$ cat config.mk
export PLATFORM = sky130hd
export DESIGN_NAME = tlbsa_ctrl
export DESIGN_NICKNAME = d
export VERILOG_FILES = /design/src/sv/tlbsa_pkg.sv /design/src/sv/tlbsa_ctrl.sv
export SDC_FILE = /design/constraint.sdc
export NUM_CORES = 1
export LEC_CHECK = 0
export BUFFER_PORTS_ARGS = -buffer_cell sky130_fd_sc_hd__buf_2
export CORE_AREA = 2 2 39 41
export DETAILED_ROUTE_END_ITERATION = 16
export DIE_AREA = 0 0 41 43
export GPL_ROUTABILITY_DRIVEN = 1
export PLACE_DENSITY_LB_ADDON = 0.3
export SLEW_MARGIN = 20
export SYNTH_ARGS = -nofsm -noshare
export SYNTH_HDL_FRONTEND = slang
export SYNTH_SLANG_ARGS = --single-unit
$ cat constraint.sdc
create_clock -name clk -period 3.7 [get_ports clk]
set_clock_uncertainty 0.05 [all_clocks]
set_input_delay 0.555 -clock clk [delete_from_list [all_inputs] [get_ports clk]]
set_output_delay 0.555 -clock clk [all_outputs]
set_load 0.05 [all_outputs]
$ cat src/sv/tlbsa_pkg.sv
package tlbsa_pkg;

    localparam int WORD_BITS    = 64;
    localparam int LOG_WORD     = 6;
    localparam int DEF_CAPACITY = 16384;
    localparam int CFG_W        = 15;
    localparam int IDX_W        = 14;
    localparam int RESET_COUNT  = 16384;
    localparam int IN_DATA_W    = 16;
    localparam int OUT_DATA_W   = 24;
    localparam int APB_AW       = 3;
    localparam int APB_DW       = 32;

    // register select is paddr[2]
    localparam logic REG_SLOT_COUNT = 1'b0;

    typedef enum logic [1:0] {
        OP_ALLOC  = 2'd0,
        OP_FREE   = 2'd1,
        OP_QUERY  = 2'd2,
        OP_REINIT = 2'd3
    } op_t;

    typedef enum logic [1:0] {
        STS_OK    = 2'd0,
        STS_FULL  = 2'd1,
        STS_RANGE = 2'd2
    } status_t;

    typedef enum logic [3:0] {
        S_IDLE,
        S_INIT,
        S_REINIT,
        S_SUM_RD,
        S_SUM_LD,
        S_SUM_SCAN,
        S_LEAF_CHK,
        S_FREE_RD,
        S_FREE_WR,
        S_QRY_RD,
        S_QRY_CHK,
        S_DONE
    } state_t;

    typedef struct packed {
        logic accept;
        logic sweep_step;
        logic sum_ld;
        logic h_inc;
        logic set_full;
        logic repair;
        logic grant;
        logic free_rd;
        logic free_wr;
        logic qry_rd;
        logic qry_chk;
        logic out_load;
    } cmd_t;

    typedef struct packed {
        op_t  in_op;
        logic in_oor;
        logic sum_full;
        logic li_oob;
        logic leaf_full;
        logic h_last;
        logic sweep_last;
        logic out_busy;
    } stat_t;

    // halving search: six steps, all ones gives the top bit
    function automatic logic [LOG_WORD-1:0] lowest_zero(input logic [WORD_BITS-1:0] w);
        logic [WORD_BITS-1:0] v;
        logic [WORD_BITS-1:0] mask;
        logic [LOG_WORD-1:0]  r;
        v = w;
        r = '0;
        for (int k = LOG_WORD - 1; k >= 0; k--)
        begin
            mask = (64'd1 << (1 << k)) - 64'd1;
            if ((v & mask) == mask)
            begin
                r[k] = 1'b1;
                v    = v >> (1 << k);
            end
        end
        return r;
    endfunction

endpackage

$ cat src/sv/tlbsa_ctrl.sv
module tlbsa_ctrl
    import tlbsa_pkg::*;
(
    input  logic  clk,
    input  logic  rst_n,
    input  logic  in_valid,
    input  stat_t stat,
    output logic  in_ready,
    output cmd_t  cmd
);

    state_t state_reg;
    state_t state_next;

    // reset starts the clearing pass
    always_ff @(posedge clk or negedge rst_n)
    begin
        if (!rst_n)
        begin
            state_reg <= S_INIT;
        end
        else
        begin
            state_reg <= state_next;
        end
    end

    always_comb
    begin
        cmd        = '0;
        in_ready   = 1'b0;
        state_next = state_reg;
        case (state_reg)
            S_IDLE:
            begin
                in_ready = 1'b1;
                if (in_valid)
                begin
                    cmd.accept = 1'b1;
                    case (stat.in_op)
                        OP_ALLOC:  state_next = S_SUM_RD;
                        OP_FREE:   state_next = stat.in_oor ? S_DONE : S_FREE_RD;
                        OP_QUERY:  state_next = stat.in_oor ? S_DONE : S_QRY_RD;
                        OP_REINIT: state_next = S_REINIT;
                        default:   state_next = S_IDLE;
                    endcase
                end
            end
            S_INIT:
            begin
                cmd.sweep_step = 1'b1;
                if (stat.sweep_last)
                begin
                    state_next = S_IDLE;
                end
            end
            S_REINIT:
            begin
                cmd.sweep_step = 1'b1;
                if (stat.sweep_last)
                begin
                    state_next = S_DONE;
                end
            end
            S_SUM_RD:
            begin
                state_next = S_SUM_LD;
            end
            S_SUM_LD:
            begin
                cmd.sum_ld = 1'b1;
                state_next = S_SUM_SCAN;
            end
            S_SUM_SCAN:
            begin
                if (stat.sum_full)
                begin
                    if (stat.h_last)
                    begin
                        cmd.set_full = 1'b1;
                        state_next   = S_DONE;
                    end
                    else
                    begin
                        cmd.h_inc  = 1'b1;
                        state_next = S_SUM_RD;
                    end
                end
                else if (stat.li_oob)
                begin
                    // leaf word does not exist: mark it full in place
                    cmd.repair = 1'b1;
                end
                else
                begin
                    state_next = S_LEAF_CHK;
                end
            end
            S_LEAF_CHK:
            begin
                if (stat.leaf_full)
                begin
                    // stale summary bit
                    cmd.repair = 1'b1;
                    state_next = S_SUM_SCAN;
                end
                else
                begin
                    cmd.grant  = 1'b1;
                    state_next = S_DONE;
                end
            end
            S_FREE_RD:
            begin
                cmd.free_rd = 1'b1;
                state_next  = S_FREE_WR;
            end
            S_FREE_WR:
            begin
                cmd.free_wr = 1'b1;
                state_next  = S_DONE;
            end
            S_QRY_RD:
            begin
                cmd.qry_rd = 1'b1;
                state_next = S_QRY_CHK;
            end
            S_QRY_CHK:
            begin
                cmd.qry_chk = 1'b1;
                state_next  = S_DONE;
            end
            S_DONE:
            begin
                if (!stat.out_busy)
                begin
                    cmd.out_load = 1'b1;
                    state_next   = S_IDLE;
                end
            end
            default:
            begin
                state_next = S_IDLE;
            end
        endcase
    end

endmodule

==> flow_summary.ini, run 1 <==
[global_routing]
grt_max_degree = 18
grt_pass1_wl_um = 1860
antenna_found_initial = 0
gr-total-overflow = 0
track_usage_pct = 15.1
grt_pass1_vias = 437

[clock_network]
clockBufferDepth = 2
cts_buffers = 3
post-cts-setup-buffers = 0
tritoncts = done
clock_latency_ps = 240
cts.sinks = 4
cts_root_buf = clkbuf_4
cts_resized = 0
htree_num_levels = 1
clk_pin_slew_ps = 40
hold_buffers = 0

[yosys]
yosysWarnings = 0
avgSynthCellArea_um2 = 6.94
netlist_instances = 68
synth_adder_area_share_pct = 0
ys_seq_elements = 4
syn-num-nets = 80
ys_types = 34
synth_compound_area_share_pct = 32.1
synth_top_family_by_area = simple AND/OR/NAND/NOR gates
synth_simple_gate_area_share_pct = 37.1
synthXorXnorAreaFrac_pct = 0
syn_area_um2 = 472
synthMuxAreaShare_pct = 0
yosysSeqAreaShare_pct = 21.5

[worst_setup_path]
cp_data_arrival_time_ps = 1850
critical_path.top_delay_family = simple AND/OR/NAND/NOR gates
max_stage_delay_ps = 680
critPathSlowestCell = dfstp_2
cp_data_required_time_ps = 3090
path_class = reg -> out
cp_cell_sequence = nor2b_1 -> nand4_1 -> nand2_1 -> buf_2
path_buf_inv = 1
crit_path_start_kind = register
worstPathMaxFanout = 17
end_kind = output pin

[timing]
relSlewSlack_pct = 67.5
max_freq_mhz = 407
worst_slack_ps = 1240
holdWs_ps = 62.4
rsz0062_at_grt = no
finalHoldViolCount = 0
fin_crit_sh_pct = 66.5
report.final.slew_viol_count = 0
tightest_slew_ps = 482
setup_tns_ps = 0
finalCriticalPeriod_ps = 2460
finalSetupViolCount = 0

[drt]
totalWireLength_um = 1210
post_drt_wl_per_cell_um = 11.3
vias_per_cell = 5.51
num_vias = 590
drt.antenna.violating_nets = 0
drtPass1Iterations = 4
first_iter_violations = 29
drc = 0

[worst_hold_path]
holdCritPathClass = in -> async

[floorplanning]
fp.coreArea_um2 = 1380
num_rows = 14
die_w_um = 41
io_pins = 25
die_h_um = 43
die-area_um2 = 1760
initial_core_util_pct = 34.1

[run_status]
status = complete, no violations

[pwr]
powerDensity_nw_per_um2 = 924
p_leak_nw = 0.294
vdd.ir_drop.worst_v = 0.000499

[place]
dp_hpwl_um = 952
dpl_worst_slack_ps = 1500
place_congestion = 0.855
port_buffers = 24

[finish]
largest_reg_flops = 4
drive_above_1_share_pct = 34.1
nNetsFinal = 104
diodes = 0
syn2layout_area_growth_pct = 29.2

[job]
drv_cap = 0
==> placed cells by master (no fill, tap or decap), types with 2 or more instances in the layout <==
master	n
a21oi_1	2
buf_2	24
clkbuf_4	3
dfrtp_1	3
inv_1	3
nand2_1	6
nand2b_1	4
nand3_1	2
nor2_1	7
nor2b_1	3
nor3_1	5
nor4_1	3
o21ai_0	4
o21ai_1	3
==> layer usage <==
layer,vias up,track usage [%],share of wire (%)
li1,302,-,-
met1,269,23.7,46
met2,19,19.4,48
met3,0,4.71,6.2
met4,0,4.00,0
met5,-,0,0
==> per-stage QoR <==
step	std cells	power, mW	cell area, µm²	utilization (%)
final	107	0.563	609	44.0
after global routing	107	0.614	609	44.0
after CTS	107	0.570	609	44.0
after detailed placement	103	0.506	583	42.1
after global placement	103	0.508	583	42.1
after floorplan	68	0.443	472	-
==> Yosys cell counts (all sizes together) <==
master / n / area, µm²
a21o: 1 / 7.51
clkbuf: 1 / 3.75
nand2b: 4 / 25.0
o31a: 1 / 8.76
nor2b: 3 / 18.8
and4: 1 / 8.76
a21oi: 2 / 10.0
a31oi: 1 / 6.26
dfrtp: 3 / 75.1
nor3b: 1 / 7.51
o211ai: 1 / 7.51
nor2: 7 / 26.3
a2111oi: 1 / 8.76
o221ai: 1 / 15.0
o32ai: 1 / 8.76
dfstp: 1 / 26.3
nor3: 5 / 25.0
o31ai: 1 / 7.51
nand2: 6 / 22.5
a221o: 1 / 10.0
nand4: 1 / 6.26
a311oi: 1 / 8.76
nand3: 2 / 10.0
inv: 4 / 15.0
and2: 1 / 6.26
a41oi: 1 / 8.76
nor4: 3 / 18.8
buf: 4 / 25.0
o21ai: 8 / 43.8
==> kinds of logic after synthesis <==
kind of cell | Yosys count
flops | 4
buf+inv | 9
compound gates | 21
simple gates | 34
==> power breakdown <==
| part | switching (mW) | internal [mW] |
|---|---|---|
| logic | 0.247 | 0.123 |
| registers | 0.0658 | 0.0687 |
| clock network | 0.0180 | 0.0405 |
| total | 0.331 | 0.232 |
==> final cells by class <==
class	instances	area, µm²
fill	155	774
multi-input combinational	55	327
timing repair buffer	24	120
sequential	4	101
clock buffer	4	26.3
tap	16	20.0
inverter	4	15.0
==> path summary, 6_finish.rpt <==
path	start	end	slack, ps	cells past startpoint
setup / recovery	state_reg[0]	cmd[6]	1240	4
hold / removal	rst_n	state_reg[2]	60	1
setup reg to reg	state_reg[0]	state_reg[2]	1810	5
hold reg to reg	state_reg[0]	state_reg[0]	530	2
max in group asynchronous	rst_n	state_reg[0]	3330	1
min in group clk	stat[0]	state_reg[3]	520	3
(Power assumes the default switching activity.)
==> run 2: changes to the inputs <==
==> constraint.sdc (replaced) <==
create_clock -name clk -period 2.2 [get_ports clk]
set_clock_uncertainty 0.05 [all_clocks]
set_input_delay 0.33 -clock clk [delete_from_list [all_inputs] [get_ports clk]]
set_output_delay 0.33 -clock clk [all_outputs]
set_load 0.05 [all_outputs]
==> run 2 against run 1 <==
Net effect: cell area rose by 12%; sequential power rose by 49%; sequential share of layout area fell by 1.8 points; clock power rose by 83%; register-to-register slack got worse by 1600 ps; non-clock buffer count rose by 4; power rose by 88%; flip-flop and latch count did not move; largest power group unchanged.
==> flow_summary.ini, run 2 (synthesis results as in run 1) <==
[clock_network]
cts.sinks = 4
tritoncts = done
clk_pin_slew_ps = 50
clock_latency_ps = 250
htree_num_levels = 1
cts_buffers = 3
post-cts-setup-buffers = 0
clockBufferDepth = 2
cts_root_buf = clkbuf_4

[global_routing]
grt_max_degree = 13
grt_pass1_vias = 527
grt_pass1_wl_um = 2170
antenna_found_initial = 0
gr-total-overflow = 0
track_usage_pct = 17.9

[timing]
tightest_slew_ps = 408
report.final.slew_viol_count = 0
relSlewSlack_pct = 72.1
finalSetupViolCount = 0
worst_slack_ps = 158
setup_tns_ps = 0
finalCriticalPeriod_ps = 2040
finalHoldViolCount = 0
fin_crit_sh_pct = 92.8
max_freq_mhz = 490
holdWs_ps = 302
rsz0062_at_grt = no

[place]
place_congestion = 0.947
port_buffers = 24
place_area_um2 = 646
dp_hpwl_um = 1120
numPlacedInstances = 106
dpl_worst_slack_ps = 290

[worst_setup_path]
end_kind = output pin
r2r_slack_ps = 220
crit_path_end = cmd[6]
crit_path_start_kind = register
cp_data_required_time_ps = 1820
cp_cell_sequence = nor2b_2 -> nand4_1 -> nand2_1 -> buf_2
critPathSlowestCell = dfstp_2
r2r_end = state_reg[2]
cp_data_arrival_time_ps = 1660
path_class = reg -> out
worstPathMaxFanout = 11
startpoint = state_reg[0]
r2r_start = state_reg[3]
max_stage_delay_ps = 610
r2r_cells = 5

[worst_hold_path]
holdCritPathClass = in -> reg
min_path_cells = 3

[floorplanning]
io_pins = 25
initial_core_util_pct = 34.1
num_rows = 14
die_w_um = 41
die_h_um = 43
die-area_um2 = 1760
fp.coreArea_um2 = 1380

[drt]
drt.antenna.violating_nets = 0
post_drt_wl_per_cell_um = 12.8
num_vias = 620
first_iter_violations = 7
drc = 0
drtPass1Iterations = 4
totalWireLength_um = 1420
vias_per_cell = 5.59

[finish]
diodes = 0
final_cells = 111
syn2layout_area_growth_pct = 45.1
fin_util_pct = 49.5
nFillCells = 144
regArea_um2 = 101
largest_reg_flops = 4
multiInputGateArea_um2 = 369
layout_commonest_cell = buf_2
mostFrequentLayoutCells = 24 x buf_2, 7 x nor2_1, 6 x nand2_1
nNetsFinal = 108
finalInstanceArea_um2 = 684
drive_above_1_share_pct = 41.1

[pwr]
powerDensity_nw_per_um2 = 1540
vdd.ir_drop.worst_v = 0.000689
p_leak_nw = 0.323
total_power_mw = 1.06

[job]
drv_cap = 0

[run_status]
status = complete, no violations
-- run 2: changes by cell type in the layout (fill, tap and decap cells not counted), sizes merged --
cell,previous run,this run
dlygate4sd3,0,1
buf,24,27
-- run 2: area by class of cell --
type / count / share of cell area, %
inverters: 4 / 2.19
well taps: 16 / 2.93
repair buffers: 28 / 22.3
flip-flops and latches: 4 / 14.8
multi-input cells: 55 / 53.9
clock buffers: 4 / 3.84
-- run 2: critical path: cells and delay by family (launching register included) --
family / cells / cell delay [ps]
flip-flops: 1 / 610
AND/OR/NAND/NOR: 3 / 550
buffers and inverters: 1 / 260
-- run 2: worst min path at each step --
stage	start	to	slack, ps
final	stat[0]	state_reg[3]	300
after global routing	stat[0]	state_reg[3]	300
after CTS	stat[0]	state_reg[3]	300
after detailed placement	rst_n	state_reg[2]	90
after global placement	rst_n	state_reg[2]	90
after floorplan	rst_n	state_reg[1]	-20
-- run 2: power by group --
part | internal [mW] | switching [mW]
clock | 0.0686 | 0.0383
combinational | 0.252 | 0.498
sequential | 0.115 | 0.0853
total | 0.436 | 0.621
-- run 2: repair_timing --
action,CTS,global route
resized for setup,0,1
setup endpoints to repair,0,2
hold endpoints to repair,3,0
hold buffers,1,0
-- run 2: per-layer routing --
metal | track usage (%) | wire length [µm] | vias up
li1 | - | - | 310
met1 | 24.0 | 593 | 288
met2 | 26.9 | 735 | 20
met3 | 3.14 | 74 | 2
met4 | 8.00 | 18 | 0
met5 | 0 | 0 | -
==> run 3: changes to the inputs <==
--- a/config.mk
+++ b/config.mk
@@ -6,9 +6,11 @@
 export NUM_CORES = 1
 export LEC_CHECK = 0
 export BUFFER_PORTS_ARGS = -buffer_cell sky130_fd_sc_hd__buf_2
-export CORE_AREA = 2 2 39 41
+export CELL_PAD_IN_SITES_DETAIL_PLACEMENT = 2
+export CELL_PAD_IN_SITES_GLOBAL_PLACEMENT = 2
+export CORE_ASPECT_RATIO = 0.7
+export CORE_UTILIZATION = 19
 export DETAILED_ROUTE_END_ITERATION = 16
-export DIE_AREA = 0 0 41 43
 export GPL_ROUTABILITY_DRIVEN = 1
 export PLACE_DENSITY_LB_ADDON = 0.3
 export SLEW_MARGIN = 20
==> run 3 against run 2 <==
Net effect: sequential power rose by 6%; power up 2.1%; register-to-register slack better by 40 ps; cell count up 15%; core utilization is 18 points lower; setup slack better by 0.83 ps; die area up 53%; sequential share of layout area fell by 0.57 points; via count decreased by 1.5%; hold slack improved by 11 ps; largest cell class unchanged.
==> flow_summary.ini, run 3 (synthesis results as in run 1) <==
[run_status]
status = complete, no violations

[drt]
post_drt_wl_per_cell_um = 13.4
num_vias = 611
vias_per_cell = 4.77
first_iter_violations = 17
drtPass1Iterations = 4
drc = 0
drt.antenna.violating_nets = 0
totalWireLength_um = 1720

[worst_setup_path]
cp_cell_sequence = nor2b_2 -> nand4_1 -> nand2_1 -> buf_2
cp_data_required_time_ps = 1820
critPathSlowestCell = dfstp_2
path_class = reg -> out
worstPathMaxFanout = 13
crit_path_start_kind = register
end_kind = output pin
path_buf_inv = 1
max_stage_delay_ps = 650
cp_data_arrival_time_ps = 1660
critical_path.top_delay_family = flip-flops

[pwr]
p_sw_uw = 634
intPower_uw = 445
powerDensity_nw_per_um2 = 1520
total_power_mw = 1.08
vdd.ir_drop.worst_v = 0.000417
p_seq_share_pct = 19.7
p_leak_nw = 0.328
comb_power_share_pct = 70.7
pwr-share-clk_pct = 9.6
netSwitchingFraction_pct = 58.7

[finish]
nFillCells = 292
syn2layout_area_growth_pct = 50.9
nNetsFinal = 109
drive_above_1_share_pct = 41.7
diodes = 0
mostFrequentLayoutCells = 24 x buf_2, 7 x nor2_1, 6 x nand2_1
layout_commonest_cell = buf_2
multiInputGateArea_um2 = 369
largest_reg_flops = 4
regArea_um2 = 101

[floorplanning]
die-area_um2 = 2690
initial_core_util_pct = 21.0
die_h_um = 43.7
die_w_um = 61.6
fp.coreArea_um2 = 2240
io_pins = 25
num_rows = 14

[timing]
relSlewSlack_pct = 72.2
tightest_slew_ps = 406
fin_crit_sh_pct = 92.8
max_freq_mhz = 490
finalHoldViolCount = 0
worst_slack_ps = 158
holdWs_ps = 313
report.final.slew_viol_count = 0
finalCriticalPeriod_ps = 2040
rsz0062_at_grt = no
finalSetupViolCount = 0

[place]
dp_hpwl_um = 1420
place_congestion = 0.742
dpl_worst_slack_ps = 278
port_buffers = 24

[worst_hold_path]
holdCritPathClass = in -> reg

[global_routing]
track_usage_pct = 15.1
gr-total-overflow = 0
grt_max_degree = 14
antenna_found_initial = 0
grt_pass1_wl_um = 2880
grt_pass1_vias = 593

[clock_network]
cts_buffers = 3
cts_root_buf = clkbuf_4
clock_latency_ps = 250
tritoncts = done
clk_pin_slew_ps = 30
clockBufferDepth = 2
cts.sinks = 4
htree_num_levels = 1

[job]
drv_cap = 0
-- run 3: per-stage QoR --
step                      area, µm²  std cells  utilization, %  TNS (ps)
after floorplan                 512         68               -     -38.0
after global placement          673        123            30.0         0
after detailed placement        673        123            30.0         0
after CTS                       709        128            31.6         0
after global routing            712        128            31.8         0
final                           712        128            31.8         0
-- run 3: worst paths after layout --
path	start	endpoint	slack [ps]	depth (start not counted)
worst max-delay path	state_reg[0]	cmd[6]	160	4
worst min-delay path	stat[0]	state_reg[3]	310	3
worst max register to register	state_reg[1]	state_reg[2]	260	6
worst min register to register	state_reg[0]	state_reg[0]	520	2
max in group asynchronous	rst_n	state_reg[0]	1520	2
min in group asynchronous	rst_n	state_reg[1]	360	2
-- run 3: power groups by stage --
stage               logic [mW]  registers (mW)  clock network, mW
CTS                      0.771           0.213              0.108
finish                   0.763           0.213              0.104
global placement         0.758           0.210                  0
global route             0.842           0.228              0.112
floorplan                0.652           0.136                  0
detailed placement       0.763           0.213                  0
-- run 3: cell type report --
class	instances	share of cell area, %
well taps	32	5.62
inverters	4	2.11
multi-input cells	55	51.8
repair buffers	29	22.5
clock buffers	4	3.69
flip-flops and latches	4	14.2
-- run 3: worst reg2reg max path: stages, from the launching register on --
cell      delay, ps
dfrtp_1         520
buf_4           230
nor4_1           60
a41oi_1         240
o221ai_2        160
a221o_1         340
o31ai_1         250
-- run 3: per-layer routing --
metal	global-route usage [%]	vias to the layer above	part of all wire (%)
li1	-	307	-
met1	21.6	286	52
met2	22.2	18	44
met4	5.33	0	0
met5	0	-	0
met3	3.58	0	3.7
-- run 3: timing repair --
action | CTS | global route
hold buffers | 1 | 0
endpoints found under the setup margin | 0 | 1
setup buffers | 0 | 0
gates resized for setup | 0 | 1
hold endpoints to repair | 3 | 0
